**config.mk**
```make
export PLATFORM = sky130hd
export DESIGN_NAME = lkc_ram
export DESIGN_NICKNAME = d
export VERILOG_FILES = /design/src/lkc_ram.sv
export SDC_FILE = /design/constraint.sdc
export NUM_CORES = 2
export LEC_CHECK = 0
export BUFFER_PORTS_ARGS = -buffer_cell sky130_fd_sc_hd__buf_2
export CELL_PAD_IN_SITES_DETAIL_PLACEMENT = 1
export CELL_PAD_IN_SITES_GLOBAL_PLACEMENT = 1
export CORE_UTILIZATION = 40
export CTS_BUF_LIST = sky130_fd_sc_hd__clkbuf_8
export DETAILED_ROUTE_END_ITERATION = 16
export PLACE_DENSITY = 0.7
export REMOVE_ABC_BUFFERS = 1
export SYNTH_ARGS = -nofsm -noshare
export SYNTH_HDL_FRONTEND = slang
export SYNTH_SLANG_ARGS = --single-unit
```
**constraint.sdc**
```tcl
create_clock -name aclk -period 4.1 [get_ports aclk]
set_input_delay 0.205 -clock aclk [delete_from_list [all_inputs] [get_ports aclk]]
set_output_delay 0.205 -clock aclk [all_outputs]
set_load 0.01 [all_outputs]
```
**src/lkc_ram.sv**
```systemverilog
// ----------------------------------------------------------------------------
// lkc_ram: generic simple dual-port RAM
// One write port, one read port, read data registered.
// ----------------------------------------------------------------------------
module lkc_ram #(
    parameter int WIDTH = 32,
    parameter int DEPTH = 128
) (
    input  logic                     aclk,
    input  logic                     we,
    input  logic [$clog2(DEPTH)-1:0] waddr,
    input  logic [WIDTH-1:0]         wdata,
    input  logic [$clog2(DEPTH)-1:0] raddr,
    output logic [WIDTH-1:0]         rdata
);

    logic [WIDTH-1:0] mem [DEPTH];

    always_ff @(posedge aclk) begin
        if (we) begin
            mem[waddr] <= wdata;
        end
        rdata <= mem[raddr];
    end

endmodule

```
==> results by group <==
Status
  – Status: finished clean

Cells and area
  – Area growth, synth to finish: 13.9%
  – Share of cells above drive strength 1: 37.1%
  – Post-route insts no fill: 12451
  – Fillcell total: 34719
  – Design area: approximately 180000 um^2
  – Final nets: ~6800

Worst setup path
  – Worst EP required: around 5.1 ns
  – CP Max Fanout: 1
  – Crit Path Class: register to register
  – Nature of the critical path endpoint: register
  – Crit path DAT: a little over 4 ns
  – CP startpoint kind: register
  – Worst R2R Setup Slack: around 0.96 ns

Clock network
  – Post-CTS setup buffers: 0
  – Max Root-Sink Buffers: 4
  – CTS Buf Count: around 620
  – Clock H-tree levels: 6
  – Worst-Skew Late Latency: 1.11 ns
  – Root buffer cell: clkbuf_8
  – CTS Sinks: 4128
  – CTS clk-pin slew, worst paths: 0.06 ns
  – CTS tree: yes

Min path
  – Hold Path Class: primary input to register

Die
  – Starting density of the core: 40.2%
  – Die area: 393000 um^2
  – DIE HEIGHT: 627 um
  – Die span in x: between 600 and 700 um
  – Row count: 229
  – Core area: 389000 um^2
  – Top Ports: 80

Logic synthesis
  – Synth area leader: edfxtp_1
  – Post-synth top area share: 78.7%
  – Synth Area in XOR/XNOR: 0%
  – Distinct cells, synth: 17
  – Synthesized area per cell: 26.1 um^2
  – Synth Area in Simple Gates: 0.446%
  – Mux cell area share after synthesis: 19.6%
  – Mapped Area: about 160000 um^2
  – Warnings from Yosys: 0
  – Largest family of logic cells by synthesized area: multiplexers
  – Cells after synthesis: 5990
  – Post-synthesis sequential area ratio: 79.1%
  – Compound-Gate Fraction of Synth Area: 0%
  – Largest cells by area after synthesis: edfxtp_1 79%, mux4_2 19%, clkbuf_1 0.44%, dfxtp_1 0.41%, nor2_1 0.29%
  – Synth Register Bits: around 4100
  – Post-Synth Adder-Cell Area: 0%

Timing
  – Relative slew slack: 13.9%
  – Max Slew Vio Count: 0
  – Minimum clock period after layout: 3.14 ns
  – Clock skew: 0.0965 ns
  – Share of the clock period used by the worst path: between 70% and 80%
  – F_max: ~0.32 GHz
  – Worst-Margin Slew: 1.29 ns
  – Final setup viols: 0
  – Final Hold Viols: 0
  – Unrepaired setup endpoints after global routing: false
  – Setup TNS Final: 0 ns

GRT
  – Largest net degree at the start of global routing: 98
  – Initial antenna violation count: 63
  – First-pass GRT wire length: approximately 600 mm
  – Global route overflow: 0
  – GRT Util Overall: 22.1%
  – Vias in the first global route: between 70000 and 80000

Place
  – IO buf count: 79
  – RePlAce Congestion: 0.808
  – DP Wirelength: 246 mm
  – Inst Count DP: 11288
  – Dpl cell area: 166000 um^2

Power
  – Total Power: about 83 mW
  – PwrDens: 463 nW/um^2
  – Peak supply drop: ~0.00025 V
  – Leakage power: 54.8 nW

Drt
  – DRC viols: 0
  – Final ANT Viol Nets: 0
  – Iteration-0 DRC Markers: 10138
  – Final wirelength: ~440 mm
  – Pre-antenna DRT Iters: 5
  – Avg WL per Cell: 35.0 um
  – DR vias: ~73000
  – Via density per instance: 5.89

Flow run
  – Max cap viols: 0
cell usage in the layout, fill, tap and decap left out:
master            n
edfxtp_1       4096
mux4_2         1344
clkbuf_8        647
buf_4           297
inv_1           196
clkinv_1        135
nor2_4          119
buf_12           76
clkinv_2         48
diode_2          44
dlygate4sd3_1    44
buf_2            40
mux2_2           32
dfxtp_1          32
clkinvlp_4       23
nand2_1          11
nor3_2            9
bufinv_16         9
nand3_1           8
inv_8             8
nor2b_1           7
inv_6             7
nand3_2           4
nor2_1            3
nand4_1           3
nand2_2           3
buf_8             3
nand2b_1          2
or3_1             1
inv_12            1
clkinv_8          1
buf_6             1
sequential cells by signal (all words and copies together), names as in the netlist:
signal	count
rdata	32
mem	4096
worst max-delay path, cell delays in order, from the launching register on:
cell and delay (ns):
edfxtp_1 0.38, mux4_2 0.49, mux4_2 0.62, mux4_2 0.66
mux2_2 0.31, dlygate4sd3_1 0.55
logic make-up after synthesis:
family / Yosys count
DFF: 4128
and+or+nand+nor: 170
buffers and inverters: 316
muxes: 1376
synth_stat cells:
library cell	n
buf_1	50
buf_2	79
buf_4	3
buf_6	2
clkbuf_1	182
dfxtp_1	32
edfxtp_1	4096
mux2_2	32
mux4_2	1344
nand2_1	14
nand2b_1	2
nand3_1	12
nand4_1	3
nor2_1	122
nor2b_1	7
nor3_1	9
or3_1	1
power by group:
part           switching (mW)  internal (mW)  leakage [nW]
combinational            2.86           1.80          11.4
sequential              0.215           46.6          37.1
clock                    15.8           15.2          6.32
stage by stage:
step	hold slack [ns]	utilization [%]	worst slack (ns)
6_report	0.136	45.8	0.956
5_1_grt	0.0880	45.8	0.897
4_1_cts	0.0296	45.8	0.945
3_5_place_dp	0.686	42.8	0.478
3_3_place_gp	0.668	42.8	0.469
2_1_floorplan	0.304	-	0.689
final timing paths:
kind,cells after the start,startpoint,end
worst max-delay path,5,mem[118][10],rdata[10]
worst min-delay path,4,raddr[4],rdata[25]
worst max register to register,5,mem[118][10],rdata[10]
worst min register to register,4,mem[50][15],rdata[15]
metal layers:
layer	track usage, %	routed length [um]	vias to the layer above
li1	-	-	28003
met1	29.2	164000	40352
met2	36.5	215000	4176
met3	4.46	41100	720
met4	7.92	16200	26
met5	0	197	-
what timing repair did:
| item | 4_1_cts | 5_1_grt |
|---|---|---|
| endpoints found under the hold margin | 2701 | 0 |
| hold buffers | 44 | 0 |
| endpoints found under the setup margin | 0 | 0 |
| gates resized for setup | 0 | 0 |
cell type report:
class / instances / area [um^2] / share of cell area, %
diodes: 44 / 110 / 0.0619
clock buffers: 647 / 8900 / 5.00
clock inverters: 428 / 2110 / 1.19
multi-input cells: 1546 / 32300 / 18.1
flip-flops and latches: 4128 / 124000 / 69.5
well taps: 5197 / 6500 / 3.65
repair buffers: 461 / 4450 / 2.50
No activity file was read; power rests on OpenSTA's default activity.
