<file path="config.mk">
export PLATFORM = sky130hd
export DESIGN_NAME = lkc_entry_unit
export DESIGN_NICKNAME = d
export VERILOG_FILES = /design/src/lkc_pkg.sv /design/src/lkc_entry_unit.sv
export SDC_FILE = /design/constraint.sdc
export NUM_CORES = 1
export LEC_CHECK = 0
export BUFFER_PORTS_ARGS = -buffer_cell sky130_fd_sc_hd__buf_2
export CAP_MARGIN = 25
export CELL_PAD_IN_SITES_DETAIL_PLACEMENT = 1
export CELL_PAD_IN_SITES_GLOBAL_PLACEMENT = 1
export CORE_MARGIN = 2
export CORE_UTILIZATION = 20
export DETAILED_ROUTE_END_ITERATION = 6
export PLACE_DENSITY_LB_ADDON = 0.1
export SYNTH_ARGS = -nofsm -noshare
export SYNTH_HDL_FRONTEND = slang
export SYNTH_SLANG_ARGS = --single-unit
</file>
<file path="constraint.sdc">
create_clock -name vclk -period 3.4
set_input_delay 0.34 -clock vclk [all_inputs]
set_output_delay 0.34 -clock vclk [all_outputs]
set_load 0.01 [all_outputs]
</file>
<file path="src/lkc_pkg.sv">
// ----------------------------------------------------------------------------
// lkc_pkg: shared definitions for the keyed LRU cache
// Sizes, request codes, sequencer states and the entry unit interface types.
// ----------------------------------------------------------------------------
package lkc_pkg;

    localparam int ENTRIES   = 128;
    localparam int KEY_BITS  = 64;
    localparam int IDX_W     = $clog2(ENTRIES);
    localparam int CNT_W     = IDX_W + 1;
    localparam int CAP_W     = 8;
    localparam int KEY_W     = 64;
    localparam int PAYLOAD_W = 32;

    localparam logic [CAP_W-1:0] CAP_RESET = 8'd128;

    localparam logic REQ_LOOKUP = 1'b0;
    localparam logic REQ_INSERT = 1'b1;

    typedef enum logic [2:0] {
        ST_IDLE,
        ST_SCAN,
        ST_UPDATE,
        ST_WRITE,
        ST_DONE
    } state_t;

    typedef enum logic {
        UPD_TOUCH,
        UPD_AGE
    } upd_mode_t;

    // One stored entry as presented to the entry unit
    typedef struct packed {
        logic                valid;
        logic [KEY_BITS-1:0] tag;
        logic [IDX_W-1:0]    rank;
        logic [IDX_W-1:0]    idx;
    } ent_in_t;

    // Per-request controls for the entry unit
    typedef struct packed {
        upd_mode_t           mode;
        logic                evict_en;
        logic [IDX_W-1:0]    hit_idx;
        logic [IDX_W-1:0]    hit_rank;
        logic [CNT_W-1:0]    cap;
        logic [KEY_BITS-1:0] key;
    } ent_ctl_t;

    typedef struct packed {
        logic             match;
        logic             oldest;
        logic             evict;
        logic             evkey_take;
        logic [CNT_W-1:0] new_rank;
    } ent_res_t;

    // Clamp the capacity register to 1..ENTRIES
    function automatic logic [CNT_W-1:0] eff_cap(input logic [CAP_W-1:0] c);
        logic [31:0] w;
        w = 32'(c);
        if (w == 32'd0) w = 32'd1;
        if (w > 32'(ENTRIES)) w = 32'(ENTRIES);
        return CNT_W'(w);
    endfunction

endpackage

</file>
<file path="src/lkc_entry_unit.sv">
// ----------------------------------------------------------------------------
// lkc_entry_unit: shared per-entry compare and rank update
// Tag match, oldest detection, new recency rank and eviction decision for
// the one entry the sequencer presents in a cycle.
// ----------------------------------------------------------------------------
module lkc_entry_unit (
    input  lkc_pkg::ent_in_t  ent,
    input  lkc_pkg::ent_ctl_t ctl,
    output lkc_pkg::ent_res_t res
);

    logic [lkc_pkg::CNT_W-1:0] rank_w;
    logic [lkc_pkg::CNT_W-1:0] nr;

    always_comb begin
        rank_w = lkc_pkg::CNT_W'(ent.rank);
        case (ctl.mode)
            lkc_pkg::UPD_TOUCH: begin
                if (ent.idx == ctl.hit_idx) begin
                    nr = '0;
                end else if (ent.rank < ctl.hit_rank) begin
                    nr = rank_w + 1'b1;
                end else begin
                    nr = rank_w;
                end
            end
            lkc_pkg::UPD_AGE: begin
                nr = rank_w + 1'b1;
            end
            default: begin
                nr = rank_w;
            end
        endcase

        res.match      = ent.valid && (ent.tag == ctl.key);
        res.oldest     = ent.valid && (ent.rank == lkc_pkg::IDX_W'(lkc_pkg::ENTRIES - 1));
        res.new_rank   = nr;
        // entries pushed at or past capacity drop out; the one landing on
        // capacity is the last one the model would evict
        res.evict      = ctl.evict_en && (nr >= ctl.cap);
        res.evkey_take = ctl.evict_en && (nr == ctl.cap);
    end

endmodule

</file>
==> out/qor.txt, run 1 <==
STA
----------------------------------------------------------------------------------
Final period utilization                                                     99.1%
Setup tns final                                                               0 ns
Pins over their slew limit                                                       0
Final hold vios                                                                  0
Final Setup Violations                                                           0
Hold_ws                                                                    1.04 ns
Least setup slack across all paths after layout                          0.0299 ns
Rel. slew slack                                                              76.4%
Peak clock frequency supported by timing                                 0.297 GHz
Final worst path period need                                               3.37 ns
RSZ-0062 raised after global routing                                          true
Measured slew at the worst slew-check pin                                 0.352 ns

DETAILED ROUTING
----------------------------------------------------------------------------------
Total Wirelength                                                           5.67 mm
Initial DRC Count                                                               27
Routed vias                                                                   1958
Wire per inst                                                              12.6 µm
Detail-routed via count per cell                                              4.34
Drc violations                                                                   0
First-pass detailed-route iteration total                                        2
Antenna violation net count after detailed routing                               0

CELLS AND AREA
----------------------------------------------------------------------------------
Num sequential                                                                   0
Filler-free cell count of the finished design                                  451
Area occupied by multi-input gates                                        1360 µm²
Storage cell area                                                            0 µm²
Area added between synthesis and finish                                      90.7%
Number of clock buffer instances in the layout                                   0
Net count reported at finish                                                   558
Final core utilization                                                       39.9%
Filler cell count in the final layout                                          873
Share of final-layout standard cells stronger than drive strength 1          57.0%
Antenna Cells                                                                    0

POWER
----------------------------------------------------------------------------------
Share of total power in combinational logic                                 100.0%
Static leakage                                                             1.41 nW
Share of total power in the clock network                                       0%
Switch Pwr                                                              0.000131 W
Sequential power share                                                          0%
Switching share of power                                                     42.0%
Power density over the cells                                            122 nW/µm²
Internal cell power                                                     0.000181 W
Peak supply drop                                                         0.0410 mV

SYNTHESIS
----------------------------------------------------------------------------------
Cell with the most instances after synthesis                          sky130_fd_sc_hd__xor2_1
Mean cell area of the mapped netlist                                      7.67 µm²
Top cells by instance count after synthesis                           sky130_fd_sc_hd__xor2_1 (55), sky130_fd_sc_hd__xnor2_1 (21), sky130_fd_sc_hd__ha_1 (15)
Distinct cells, synth                                                           28
Count of yosys warnings during synthesis                                         0
Syn_nets                                                                       357
Proportion of netlist area held by the largest area contributor              35.9%
Area of the mapped netlist                                                1340 µm²
Largest area contributor in the synthesized netlist                   sky130_fd_sc_hd__xor2_1
Gate Count Post-Synth                                                          175
Top cells by area in the synthesized netlist                          sky130_fd_sc_hd__xor2_1 (36%), sky130_fd_sc_hd__ha_1 (14%), sky130_fd_sc_hd__xnor2_1 (14%), sky130_fd_sc_hd__nor4_1 (6.1%), sky130_fd_sc_hd__nand4_1 (4.2%)
Sequential element share of the synthesized area                                0%

WORST SETUP PATH
----------------------------------------------------------------------------------
Setup crit start                                                           ent[11]
CP startpoint kind                                                    primary input
Arrival time at the worst endpoint                                         3.03 ns
Start-to-end type of the worst setup path                                   in2out
Critical path fanouts, max                                                       2
Critical path data required time                                           3.06 ns
Element type at the critical path end                                  output port

STATUS
----------------------------------------------------------------------------------
Result of the run                                                     finished, final reports clean

GLOBAL ROUTING
----------------------------------------------------------------------------------
Initial antenna violation count                                                  0
First-pass GRT wire length                                                 8.84 mm
Pin count of the biggest net entering global routing                             6
Via count of the first global-routing pass                                    2062
All-layer global routing usage                                               14.3%
Total overflow reported by the global router                                     0

DIE
----------------------------------------------------------------------------------
Initial cell density of the core                                             20.9%
Number of ports placed on the die boundary                                     179
Die footprint                                                             7380 µm²
DIE HEIGHT                                                                 85.9 µm
Floorplan die width                                                        85.9 µm
Placement row count                                                             29
Area of the core                                                          6420 µm²

FLOW RUN
----------------------------------------------------------------------------------
Number of max-cap violations                                                     0

PLACE
----------------------------------------------------------------------------------
Number of input and output port buffers inserted                               179
Cell Count Post-Placement                                                      442
Placement Setup Slack                                                    -0.153 ns
Dpl hpwl                                                                   5.44 mm
Placer congestion estimate                                                   0.725

MIN PATH
----------------------------------------------------------------------------------
Endpoint of the worst hold path                                             res[8]
HP Class                                                                    in2out
WHS Path Cells                                                                   4
Hold path start                                                            ctl[86]

CLOCKING
----------------------------------------------------------------------------------
Number of hold buffers added after CTS                                           0

## worst max-delay path: stages
cell and delay (ns):
sky130_fd_sc_hd__buf_2 0.12, sky130_fd_sc_hd__ha_4 0.23, sky130_fd_sc_hd__a21o_1 0.18, sky130_fd_sc_hd__a211o_1 0.29
sky130_fd_sc_hd__a41oi_2 0.18, sky130_fd_sc_hd__buf_4 0.15, sky130_fd_sc_hd__o2111ai_2 0.10, sky130_fd_sc_hd__xor2_1 0.17
sky130_fd_sc_hd__nor2_2 0.15, sky130_fd_sc_hd__ha_4 0.22, sky130_fd_sc_hd__a21o_1 0.17, sky130_fd_sc_hd__a21oi_1 0.12
sky130_fd_sc_hd__nor2b_1 0.06, sky130_fd_sc_hd__o21ai_1 0.11, sky130_fd_sc_hd__o21ai_1 0.07, sky130_fd_sc_hd__or2_4 0.22
sky130_fd_sc_hd__buf_6 0.12
## routing by layer
metal | up-vias | share of wire (%) | global-route usage (%)
li1 | 1011 | - | -
met5 | - | 0 | 0
met3 | 4 | 8.0 | 2.31
met2 | 82 | 57 | 29.7
met4 | 0 | 1.2 | 1.30
met1 | 861 | 34 | 15.2
## power groups by stage
stage               Combinational [W]  Sequential (W)  Clock [W]
finish                       0.000312               0          0
global route                 0.000351               0          0
CTS                          0.000301               0          0
detailed placement           0.000286               0          0
global placement             0.000280               0          0
floorplan                    0.000127               0          0
## how the worst max path moves through the flow
stage,to,slack (ns),cells after the start
floorplan,res[9],0.08,15
global placement,res[9],-0.06,16
detailed placement,res[9],-0.15,16
CTS,res[9],0.003,16
global route,res[9],-0.14,18
finish,res[9],0.03,17
## cell usage in the layout (no fill, tap or decap), types with 3 or more instances in the layout
cell type,count
sky130_fd_sc_hd__buf_2,178
sky130_fd_sc_hd__inv_1,13
sky130_fd_sc_hd__ha_1,12
sky130_fd_sc_hd__buf_4,20
sky130_fd_sc_hd__nand4_1,9
sky130_fd_sc_hd__xnor2_1,21
sky130_fd_sc_hd__and3_1,3
sky130_fd_sc_hd__xor2_1,55
sky130_fd_sc_hd__ha_4,3
sky130_fd_sc_hd__o21ai_0,3
sky130_fd_sc_hd__nor2_1,8
sky130_fd_sc_hd__nor4_1,13
sky130_fd_sc_hd__o21ai_1,4
## per-stage QoR
stage | instance area, µm² | power [W]
5_1_grt | 2560 | 0.000351
3_5_place_dp | 2420 | 0.000286
4_1_cts | 2490 | 0.000301
2_1_floorplan | 1340 | 0.000127
3_3_place_gp | 2420 | 0.000280
6_report | 2560 | 0.000312
## cells by family after synthesis
kind of cell             after synthesis  share of synthesized area (%)
AO/OA/AOI/OAI                         18                           9.04
XOR/XNOR                              76                           49.6
adder cells (fa/ha/maj)               15                           14.0
buffers and inverters                 14                           3.91
multiplexers                           2                           1.58
AND/OR/NAND/NOR                       50                           21.9
## layout make-up
| type | instances | area share (%) |
|---|---|---|
| Inverter | 14 | 2.05 |
| Multi-Input combinational cell | 161 | 53.1 |
| Tap cell | 77 | 3.76 |
| Timing Repair Buffer | 199 | 41.1 |
## timing repair
action / 4_1_cts / 5_1_grt
endpoints found under the setup margin: 1 / 1
resized for setup: 8 / 9
pin swaps: 11 / 10
setup buffers: 6 / 3
Power figures use the tool's default switching activity.
==> run 2: changes to the inputs <==
- MAX_ROUTING_LAYER: not set -> met4
==> out/qor.txt, run 2 (same netlist as run 1, synthesis figures left out) <==
GLOBAL ROUTING
----------------------------------------------------------------------------------
All-layer global routing usage                                               14.7%   was 14.3%
Initial antenna violation count                                                  0   unchanged
First-pass GRT wire length                                                 8.84 mm   unchanged
Via count of the first global-routing pass                                    2062   unchanged
Total overflow reported by the global router                                     0   unchanged
Pin count of the biggest net entering global routing                             6   unchanged

CELLS AND AREA
----------------------------------------------------------------------------------
Final core utilization                                                       39.9%   unchanged
Area added between synthesis and finish                                      90.7%   unchanged
Post-route cell area                                                      2560 µm²   unchanged
Filler cell count in the final layout                                          873   unchanged
Most frequent cells in the layout                                     sky130_fd_sc_hd__buf_2 (178), sky130_fd_sc_hd__xor2_1 (55), sky130_fd_sc_hd__xnor2_1 (21), sky130_fd_sc_hd__buf_4 (20)   unchanged
Number of clock buffer instances in the layout                                   0   unchanged
Share of final-layout standard cells stronger than drive strength 1          57.0%   unchanged
Storage cell area                                                            0 µm²   unchanged
Num sequential                                                                   0   unchanged
Antenna Cells                                                                    0   unchanged
Net count reported at finish                                                   558   unchanged
Most common library cell in the layout ignoring fill and taps         sky130_fd_sc_hd__buf_2   unchanged
Area occupied by multi-input gates                                        1360 µm²   unchanged

CLOCKING
----------------------------------------------------------------------------------
Number of hold buffers added after CTS                                           0   unchanged

DIE
----------------------------------------------------------------------------------
Initial cell density of the core                                             20.9%   unchanged
Number of ports placed on the die boundary                                     179   unchanged
Area of the core                                                          6420 µm²   unchanged
Placement row count                                                             29   unchanged
DIE HEIGHT                                                                 85.9 µm   unchanged
Floorplan die width                                                        85.9 µm   unchanged
Die footprint                                                             7380 µm²   unchanged

FLOW RUN
----------------------------------------------------------------------------------
Number of max-cap violations                                                     0   unchanged

POWER
----------------------------------------------------------------------------------
Peak supply drop                                                         0.0410 mV   about the same
Static leakage                                                             1.41 nW   unchanged
Power density over the cells                                            122 nW/µm²   about the same
Overall power                                                           0.000312 W   about the same

STA
----------------------------------------------------------------------------------
Pins over their slew limit                                                       0   unchanged
Final worst path period need                                               3.37 ns   unchanged
RSZ-0062 raised after global routing                                          true   unchanged
Rel. slew slack                                                              76.4%   unchanged
Final Setup Violations                                                           0   unchanged
Final period utilization                                                     99.1%   unchanged
Setup tns final                                                               0 ns   unchanged
Final hold vios                                                                  0   unchanged
Measured slew at the worst slew-check pin                                 0.352 ns   unchanged
Peak clock frequency supported by timing                                 0.297 GHz   unchanged

WORST SETUP PATH
----------------------------------------------------------------------------------
Critical path fanouts, max                                                       2   unchanged
Critical path data required time                                           3.06 ns   about the same
Element type at the critical path end                                  output port   unchanged
Start-to-end type of the worst setup path                                   in2out   unchanged
Arrival time at the worst endpoint                                         3.03 ns   about the same
CP startpoint kind                                                    primary input   unchanged

DETAILED ROUTING
----------------------------------------------------------------------------------
First-pass detailed-route iteration total                                        4   was 2
Wire per inst                                                              12.6 µm   about the same
Antenna violation net count after detailed routing                               0   unchanged
Total Wirelength                                                           5.68 mm   was 5.67 mm
Initial DRC Count                                                               28   was 27
Detail-routed via count per cell                                              4.35   was 4.34
Routed vias                                                                   1960   was 1958
Drc violations                                                                   0   unchanged

PLACE
----------------------------------------------------------------------------------
Number of input and output port buffers inserted                               179   unchanged
Dpl cell area                                                             2420 µm²   unchanged
Placer congestion estimate                                                   0.734   was 0.725
Dpl hpwl                                                                   5.44 mm   unchanged

MIN PATH
----------------------------------------------------------------------------------
HP Class                                                                    in2out   unchanged

STATUS
----------------------------------------------------------------------------------
Result of the run                                                     finished, final reports clean   unchanged

[run 2: cell counts in the layout (fill, tap and decap cells not counted)]
No cell type changed its count.
[run 2: layout make-up]
| type | instances | share of cell area (%) |
|---|---|---|
| tap | 77 | 3.76 |
| multi-input combinational | 161 | 53.1 |
| timing repair buffer | 199 | 41.1 |
| inverter | 14 | 2.05 |
[run 2: metal layers]
layer	vias up	routed length [µm]	GRT usage, %
met5	-	0	-
met4	0	67	1.30
met3	4	361	0.866
met2	82	3210	29.7
met1	863	2040	16.0
li1	1011	-	-
[run 2: report_power, final]
group          total [W]  internal [W]  switching [W]  leakage [nW]
clock                  0             0              0             0
sequential             0             0              0             0
combinational   0.000312      0.000181       0.000131          1.41
total           0.000312      0.000181       0.000131          1.41
[run 2: worst paths after layout]
| check | slack, ns | cells past startpoint | from | end |
|---|---|---|---|---|
| min | 1.04 | 4 | ctl[86] | res[8] |
| max | 0.03 | 17 | ent[11] | res[9] |
[run 2: worst max-delay path, cell delays in order]
cell                        delay (ns)
sky130_fd_sc_hd__buf_2            0.12
sky130_fd_sc_hd__ha_4             0.23
sky130_fd_sc_hd__a21o_1           0.18
sky130_fd_sc_hd__a211o_1          0.29
sky130_fd_sc_hd__a41oi_2          0.18
sky130_fd_sc_hd__buf_4            0.15
sky130_fd_sc_hd__o2111ai_2        0.10
sky130_fd_sc_hd__xor2_1           0.17
sky130_fd_sc_hd__nor2_2           0.15
sky130_fd_sc_hd__ha_4             0.22
sky130_fd_sc_hd__a21o_1           0.17
sky130_fd_sc_hd__a21oi_1          0.12
sky130_fd_sc_hd__nor2b_1          0.06
sky130_fd_sc_hd__o21ai_1          0.11
sky130_fd_sc_hd__o21ai_1          0.07
sky130_fd_sc_hd__or2_4            0.22
sky130_fd_sc_hd__buf_6            0.12
[run 2: through the flow]
step / std cells / hold WS (ns) / setup WS [ns]
2_1_floorplan: 175 / 0.822 / 0.0812
3_3_place_gp: 442 / 1.05 / -0.0557
3_5_place_dp: 442 / 1.06 / -0.153
4_1_cts: 448 / 1.07 / 0.00264
5_1_grt: 451 / 1.07 / -0.138
6_report: 451 / 1.04 / 0.0299
[run 2: repair_timing]
item                                    in CTS  in global routing
pin swaps                                   11                 10
cloned                                       0                  0
resized for setup                            8                  9
setup buffers                                6                  3
endpoints found under the setup margin       1                  1
==> run 3: changes to the inputs <==
- PLACE_DENSITY: not set -> 0.85
- PLACE_DENSITY_LB_ADDON: 0.1 -> not set
==> out/qor.txt, run 3 (same netlist as run 1, synthesis figures left out) <==
STATUS
----------------------------------------------------------------------------------
Result of the run                                                     finished, final reports clean   unchanged

PLACE
----------------------------------------------------------------------------------
Dpl hpwl                                                                   6.11 mm   was 5.44 mm
Placer congestion estimate                                                   0.787   was 0.734
Cell Count Post-Placement                                                      441   was 442
Number of input and output port buffers inserted                               179   unchanged

GLOBAL ROUTING
----------------------------------------------------------------------------------
Total overflow reported by the global router                                     0   unchanged
Met1 global-route usage                                                      16.7%   was 16.0%
Via count of the first global-routing pass                                    2232   was 2062
Initial antenna violation count                                                  0   unchanged
Pin count of the biggest net entering global routing                             7   was 6
First-pass GRT wire length                                                 9.91 mm   was 8.84 mm
Met2 capacity usage during global routing                                    36.9%   was 29.7%
Grt peak-use layer                                                            met2   unchanged
All-layer global routing usage                                               17.1%   was 14.7%
GR Layer Usage met3                                                         0.866%   unchanged

DIE
----------------------------------------------------------------------------------
Area of the core                                                          6420 µm²   unchanged
DIE HEIGHT                                                                 85.9 µm   unchanged
Number of ports placed on the die boundary                                     179   unchanged
Die footprint                                                             7380 µm²   unchanged
Floorplan die width                                                        85.9 µm   unchanged
Placement row count                                                             29   unchanged
Initial cell density of the core                                             20.9%   unchanged

WORST SETUP PATH
----------------------------------------------------------------------------------
Start-to-end type of the worst setup path                                   in2out   unchanged
Critical path data required time                                           3.06 ns   about the same
Element type at the critical path end                                  output port   unchanged
Arrival time at the worst endpoint                                         3.05 ns   was 3.03 ns
Critical path fanouts, max                                                       2   unchanged
CP startpoint kind                                                    primary input   unchanged

DETAILED ROUTING
----------------------------------------------------------------------------------
Wire per inst                                                              15.1 µm   was 12.6 µm
First-pass detailed-route iteration total                                        4   unchanged
Initial DRC Count                                                                7   was 28
Drc violations                                                                   0   unchanged
Routed vias                                                                   2018   was 1960
Detail-routed via count per cell                                              4.51   was 4.35
Antenna violation net count after detailed routing                               0   unchanged
Total Wirelength                                                           6.76 mm   was 5.68 mm

CELLS AND AREA
----------------------------------------------------------------------------------
Area added between synthesis and finish                                      90.0%   was 90.7%
Antenna Cells                                                                    0   unchanged
Share of final-layout standard cells stronger than drive strength 1          56.2%   was 57.0%
Net count reported at finish                                                   554   was 558
Filler cell count in the final layout                                          863   was 873
Num sequential                                                                   0   unchanged
Number of clock buffer instances in the layout                                   0   unchanged
Storage cell area                                                            0 µm²   unchanged
Filler-free cell count of the finished design                                  447   was 451
Most frequent cells in the layout                                     sky130_fd_sc_hd__buf_2 (176), sky130_fd_sc_hd__xor2_1 (55), sky130_fd_sc_hd__xnor2_1 (21), sky130_fd_sc_hd__buf_4 (15)   was sky130_fd_sc_hd__buf_2 (178), sky130_fd_sc_hd__xor2_1 (55), sky130_fd_sc_hd__xnor2_1 (21), sky130_fd_sc_hd__buf_4 (20)
Final core utilization                                                       39.7%   was 39.9%
Most common library cell in the layout ignoring fill and taps         sky130_fd_sc_hd__buf_2   unchanged

POWER
----------------------------------------------------------------------------------
Static leakage                                                             1.39 nW   was 1.41 nW
Overall power                                                           0.000322 W   was 0.000312 W
Peak supply drop                                                         0.0422 mV   was 0.0410 mV
Power density over the cells                                            126 nW/µm²   was 122 nW/µm²

STA
----------------------------------------------------------------------------------
RSZ-0062 raised after global routing                                          true   unchanged
Final Setup Violations                                                           0   unchanged
Final worst path period need                                               3.39 ns   was 3.37 ns
Final hold vios                                                                  0   unchanged
Final period utilization                                                     99.8%   was 99.1%
Pins over their slew limit                                                       0   unchanged
Peak clock frequency supported by timing                                 0.295 GHz   was 0.297 GHz
Rel. slew slack                                                              72.6%   was 76.4%
Measured slew at the worst slew-check pin                                 0.407 ns   was 0.352 ns

CLOCKING
----------------------------------------------------------------------------------
Number of hold buffers added after CTS                                           0   unchanged

FLOW RUN
----------------------------------------------------------------------------------
Number of max-cap violations                                                     0   unchanged

MIN PATH
----------------------------------------------------------------------------------
HP Class                                                                    in2out   unchanged

run 3: cell types whose count changed in the layout (fill, tap and decap cells not counted), sizes merged:
cell / before / now
buf: 199 / 195
run 3: metal layers:
| metal | share of wire [%] | vias up | wire (µm) |
|---|---|---|---|
| li1 | - | 1003 | - |
| met1 | 33 | 929 | 2210 |
| met2 | 62 | 80 | 4190 |
| met3 | 4.2 | 6 | 284 |
| met4 | 1.1 | 0 | 73 |
| met5 | 0 | - | 0 |
run 3: final timing paths:
| kind | from | endpoint | slack [ns] | depth (start not counted) |
|---|---|---|---|---|
| worst min-delay path | ent[78] | res[10] | 1.06 | 3 |
| worst max-delay path | ent[11] | res[9] | 0.008 | 16 |
run 3: report_power, final:
group	internal (W)	total, W	leakage [nW]	switching (W)
Sequential	0	0	0	0
Clock	0	0	0	0
Combinational	0.000178	0.000322	1.39	0.000144
run 3: timing repair:
action / CTS / global route
setup buffers: 4 / 2
pin swaps: 8 / 11
setup endpoints to repair: 1 / 1
resized for setup: 13 / 11
run 3: stage by stage:
stage | instance area, µm² | TNS, ns | setup slack (ns) | hold slack [ns]
floorplan | 1340 | 0 | 0.0812 | 0.822
global placement | 2410 | -0.132 | -0.132 | 1.06
detailed placement | 2410 | -0.287 | -0.287 | 1.05
CTS | 2490 | 0 | 0.00624 | 1.06
global route | 2550 | -0.162 | -0.162 | 1.09
finish | 2550 | 0 | 0.00817 | 1.06
run 3: cell type report:
type	count	area, µm²	share of cell area, %
Multi-Input combinational cell	161	1360	53.2
Timing Repair Buffer	195	1040	40.9
Tap cell	77	96.3	3.78
Inverter	14	55.1	2.16
run 3: worst max-delay path: stages:
cell and delay, ns:
sky130_fd_sc_hd__buf_8 0.10, sky130_fd_sc_hd__ha_4 0.23, sky130_fd_sc_hd__a21o_1 0.15, sky130_fd_sc_hd__a211o_1 0.32, sky130_fd_sc_hd__a41oi_4 0.23, sky130_fd_sc_hd__o2111ai_2 0.14, sky130_fd_sc_hd__xor2_1 0.19, sky130_fd_sc_hd__nor2_1 0.16
sky130_fd_sc_hd__ha_1 0.28, sky130_fd_sc_hd__a21o_1 0.20, sky130_fd_sc_hd__a21oi_2 0.13, sky130_fd_sc_hd__nor2b_1 0.05, sky130_fd_sc_hd__o21ai_1 0.11, sky130_fd_sc_hd__o21ai_1 0.07, sky130_fd_sc_hd__or2_4 0.22, sky130_fd_sc_hd__buf_6 0.12
